===== src/design/sfla_pkg.sv =====
package sfla_pkg;

    localparam int HEAP_ADDR_BITS_DEF = 20;
    localparam int CLASS_COUNT        = 14;
    localparam int CLASS_W            = 4;
    localparam int BYTES_W            = 13;
    localparam int ADDR_W             = 20;
    localparam int SIZE_W             = 21;
    localparam int FREE_BYTES_W       = 24;
    localparam int FREE_BLOCKS_W      = 20;
    localparam int S_TDATA_W          = 48;
    localparam int S_TUSER_W          = 2;
    localparam int M_TDATA_W          = 64;
    localparam int M_TUSER_W          = 1;

    localparam logic [CLASS_W-1:0] CLASS_NONE = CLASS_W'(CLASS_COUNT);
    localparam logic [BYTES_W-1:0] MIN_BLOCK  = 13'd16;

    typedef enum logic [1:0] {
        KIND_FREE  = 2'd0,
        KIND_ALLOC = 2'd1,
        KIND_CLEAR = 2'd2,
        KIND_NOP   = 2'd3
    } kind_t;

    // Controller to datapath
    typedef struct packed {
        logic load_in;
        logic exec_free;
        logic exec_clear;
        logic exec_read;
        logic pop;
        logic split;
        logic load_out;
    } cmd_t;

    // Datapath to controller
    typedef struct packed {
        kind_t kind;
        logic  hit;
        logic  split_ok;
        logic  out_free;
    } stat_t;

    function automatic logic [BYTES_W-1:0] class_size(input logic [CLASS_W-1:0] idx);
        logic [BYTES_W-1:0] sz;
        case (idx)
            4'd0:    sz = 13'd16;
            4'd1:    sz = 13'd32;
            4'd2:    sz = 13'd48;
            4'd3:    sz = 13'd64;
            4'd4:    sz = 13'd96;
            4'd5:    sz = 13'd128;
            4'd6:    sz = 13'd192;
            4'd7:    sz = 13'd256;
            4'd8:    sz = 13'd384;
            4'd9:    sz = 13'd512;
            4'd10:   sz = 13'd768;
            4'd11:   sz = 13'd1024;
            4'd12:   sz = 13'd2048;
            4'd13:   sz = 13'd4096;
            default: sz = 13'd0;
        endcase
        return sz;
    endfunction

    // Smallest class that holds the size; CLASS_NONE when over the largest
    function automatic logic [CLASS_W-1:0] class_of(input logic [SIZE_W-1:0] bytes);
        logic [CLASS_W-1:0] cls;
        cls = CLASS_NONE;
        for (int i = CLASS_COUNT - 1; i >= 0; i--) begin
            if (bytes <= SIZE_W'(class_size(CLASS_W'(i))))
            begin
                cls = CLASS_W'(i);
            end
        end
        return cls;
    endfunction

endpackage


===== src/design/sfla_ctrl.sv =====
module sfla_ctrl
(
    input  logic              clk,
    input  logic              rst_n,
    input  logic              s_tvalid,
    output logic              s_tready,
    input  sfla_pkg::stat_t   stat,
    output sfla_pkg::cmd_t    cmd
);

    typedef enum logic [4:0] {
        ST_IDLE  = 5'b00001,
        ST_EXEC  = 5'b00010,
        ST_READ  = 5'b00100,
        ST_SPLIT = 5'b01000,
        ST_DONE  = 5'b10000
    } state_t;

    state_t state_reg;
    state_t state_next;

    always_ff @(posedge clk or negedge rst_n)
    begin
        if (!rst_n)
        begin
            state_reg <= ST_IDLE;
        end
        else
        begin
            state_reg <= state_next;
        end
    end

    always_comb
    begin
        state_next = state_reg;
        cmd        = '0;
        s_tready   = 1'b0;
        case (state_reg)
            ST_IDLE:
            begin
                s_tready = 1'b1;
                if (s_tvalid)
                begin
                    cmd.load_in = 1'b1;
                    state_next  = ST_EXEC;
                end
            end
            ST_EXEC:
            begin
                state_next = ST_DONE;
                case (stat.kind)
                    sfla_pkg::KIND_FREE:  cmd.exec_free  = 1'b1;
                    sfla_pkg::KIND_CLEAR: cmd.exec_clear = 1'b1;
                    sfla_pkg::KIND_ALLOC:
                    begin
                        if (stat.hit)
                        begin
                            cmd.exec_read = 1'b1;
                            state_next    = ST_READ;
                        end
                    end
                    default: state_next = ST_DONE;
                endcase
            end
            ST_READ:
            begin
                cmd.pop    = 1'b1;
                state_next = stat.split_ok ? ST_SPLIT : ST_DONE;
            end
            ST_SPLIT:
            begin
                cmd.split  = 1'b1;
                state_next = ST_DONE;
            end
            ST_DONE:
            begin
                // hold the result until the output register is free
                if (stat.out_free)
                begin
                    cmd.load_out = 1'b1;
                    state_next   = ST_IDLE;
                end
            end
            default: state_next = ST_IDLE;
        endcase
    end

endmodule


===== config.mk =====
export PLATFORM = sky130hd
export DESIGN_NAME = sfla_ctrl
export DESIGN_NICKNAME = d
export VERILOG_FILES = /design/src/design/sfla_pkg.sv /design/src/design/sfla_ctrl.sv
export SDC_FILE = /design/constraint.sdc
export NUM_CORES = 1
export LEC_CHECK = 0
export BUFFER_PORTS_ARGS = -buffer_cell sky130_fd_sc_hd__buf_2
export CORE_AREA = 3 3 40 42
export DETAILED_ROUTE_END_ITERATION = 7
export DIE_AREA = 0 0 43 45
export PLACE_DENSITY = 0.47
export SLEW_MARGIN = 20
export SYNTH_ARGS = -nofsm -noshare
export SYNTH_HDL_FRONTEND = slang
export SYNTH_SLANG_ARGS = --single-unit

===== constraint.sdc =====
create_clock -name clk -period 1.6 [get_ports clk]
set_input_delay 0.32 -clock clk [delete_from_list [all_inputs] [get_ports clk]]
set_output_delay 0.32 -clock clk [all_outputs]
set_load 0.005 [all_outputs]

==> impl_metrics.py <==
metrics = {
    "finish": {
        "mostFrequentLayoutCell": "buf_2",
        "drive_above_1_share_pct": 51.85,
        "area_delta_synth_final_pct": 57.56,
        "insertedDiodeCount": 0,
        "nFillCells": 131,
        "largest_register_ffs": 5,
        "layout.nets": 63,
        "fin_area_um2": 469.2,
        "final_cells": 69,
        "final_cell_mix": "15 x buf_2, 3 x nor2_1, 3 x and2_1, 3 x clkbuf_4, 3 x dfrtp_1",
    },
    "placement": {
        "placed_area_um2": 399.1,
        "hpwl_um": 553.5,
        "io_buffer_count": 15,
        "dpl.cell_count": 63,
        "gp_congestion": 0.6594,
    },
    "synth": {
        "ys_ff_latch": 5,
        "syn-instance-count": 32,
        "synth_seq_area_share_pct": 42.44,
        "syn_area_um2": 297.8,
        "yosysWarnings": 0,
        "avgSynthCellArea_um2": 9.306,
        "synth.distinct_cells": 19,
        "synth_fp_nets": 40,
    },
    "critical_path": {
        "critical_path_arrival_ns": 1.29,
        "required_ns": 1.28,
        "reg2reg_depth": 3,
        "worstSetupStartpointType": "flip-flop",
        "crit_type": "flip-flop to primary output",
        "cp-end-kind": "primary output",
        "r2r-end": "state_reg[0]",
        "cp_slowest_cell": "dfstp_2",
        "r2r-start": "state_reg[1]",
        "cp-startpoint": "state_reg[0]",
        "rrSetupSlack_ns": 0.43,
        "cpPeakStageDelay_ns": 0.59,
        "cp_max_fo": 7,
        "cp_cell_sequence": "and4bb_2, and2_1, buf_2",
    },
    "global_route": {
        "antenna_found_initial": 0,
        "grt-ovfl-total": 0,
        "grt_util_all_layers_pct": 8.779,
        "grt_pass1_wl_um": 1221,
        "grt_pass1_vias": 320,
        "grt_max_degree": 9,
    },
    "routing": {
        "drt-total-wl_um": 722,
        "wl_per_cell_um": 10.46,
        "drc_errors": 0,
        "drt_iter0_markers": 2,
        "drt_first_pass_iters": 2,
        "vias_per_cell": 4.493,
        "postRouteAntennaNets": 0,
        "vias": 310,
    },
    "cts": {
        "clk_latency_ns": 0.24,
        "cts_buffers": 3,
        "clockBufferDepth": 2,
        "clkTransAtPathRegs_ns": 0.05,
        "cts-root-buf": "clkbuf_4",
        "htree_levels": 1,
        "clkSinkCount": 5,
        "cts_tree": "built",
    },
    "pwr": {
        "power_uw": 559.1,
        "power_leakage_uw": 0.0002379,
        "vdd_drop_max_uv": 554.5,
        "p_per_area_nw_per_um2": 1192,
    },
    "timing": {
        "slew_violations": 0,
        "max_freq_ghz": 0.6196,
        "hold_viol_final": 0,
        "setup_viol": 1,
        "tightest_slew_ns": 0.2476,
        "whs_ns": 0.3056,
        "timing.slew.headroom_pct": 83.49,
        "min_period_over_period_pct": 100.9,
        "fin_setup_tns_ns": -0.01396,
        "skew_ns": 0.003013,
        "finalCriticalPeriod_ns": 1.614,
        "rsz0062_at_grt": "yes",
        "worst_slack_ns": -0.01396,
    },
    "hold_path": {
        "holdPathEnd": "state_reg[1]",
        "hold_path_class": "input port to flip-flop",
        "hp-start": "s_tvalid",
        "min_path_cells": 2,
    },
    "floorplanning": {
        "die_area_um2": 1935,
        "coreArea_um2": 1285,
        "ioPinCount": 16,
        "die_y_um": 45,
        "die_x_um": 43,
        "start_util_pct": 23.17,
        "rows": 13,
    },
    "flow_run": {
        "cap_violations": 0,
    },
    "run_status": {
        "outcome": "finished with violations",
        "violations": "negative setup slack",
    },
}
through the flow:
| step | util [%] | worst slack, ns |
|---|---|---|
| 3_3_place_gp | 31.06 | 0.1762 |
| 2_1_floorplan | - | 0.2891 |
| 6_report | 36.51 | -0.01396 |
| 4_1_cts | 35.25 | -0.03608 |
| 3_5_place_dp | 31.06 | 0.1662 |
| 5_1_grt | 36.51 | -0.1094 |
worst max-delay path by stage:
stage,to,slack (ns),cells after the start
3_3_place_gp,cmd[4],0.18,4
3_5_place_dp,cmd[4],0.17,4
5_1_grt,cmd[6],-0.11,3
2_1_floorplan,cmd[6],0.29,3
4_1_cts,cmd[4],-0.04,4
6_report,cmd[6],-0.01,3
cells in the mapped netlist:
master,number,area share [%]
and2_1,3,6.3
nor3_1,2,3.4
and3b_1,1,2.9
dfrtp_1,4,34
and4b_1,1,3.4
nand4_1,1,2.1
and3_1,1,2.1
inv_1,2,2.5
o2111ai_1,1,2.9
nand3_1,2,3.4
nor2b_1,1,2.1
nand4bb_1,1,3.8
nor3b_1,1,2.5
nor2_1,5,6.3
o311ai_1,1,2.9
o21ai_0,1,1.7
nand3b_1,2,5.0
dfstp_2,1,8.8
and4bb_2,1,4.2
power by group:
part           switching, uW  internal [uW]
Combinational           82.0            110
Clock                   57.8           94.7
Sequential              51.1            163
final cells by class:
cell class / instances / area, um2 / area share, %
Sequential cell: 5 / 127.6 / 27.20
Clock buffer: 4 / 26.28 / 5.600
Inverter: 2 / 7.507 / 1.600
Tap cell: 15 / 18.77 / 4.000
Multi-Input combinational cell: 25 / 188.9 / 40.27
Timing Repair Buffer: 18 / 100.1 / 21.33
routing by layer:
metal | GRT usage [%] | wire length [um]
met1 | 9.024 | 342
met5 | 0 | 0
met3 | 7.171 | 48
met4 | 0 | 0
met2 | 14.97 | 331
logic make-up (layout without fill, tap and decap cells):
kind of cell           after synthesis  after routing  synth area share, %
AO/OA/AOI/OAI                        3              3                7.562
flip-flops                           5              5                42.44
AND/OR/NAND/NOR                     22             22                47.48
buffers and inverters                2             24                2.522
worst max-delay path, delay by kind of cell (launching register included):
kind | cells | cell delay [ns]
flip-flops | 1 | 0.59
buffers and inverters | 1 | 0.10
AND/OR/NAND/NOR | 2 | 0.36
repair_timing:
action / in CTS / in global routing
hold buffers: 1 / 0
setup buffers: 0 / 1
cloned: 0 / 0
setup endpoints to repair: 7 / 7
hold endpoints to repair: 4 / 0
gates resized for setup: 4 / 3
pin swaps: 2 / 1
Note: power is estimated with default switching activity, not from simulation.
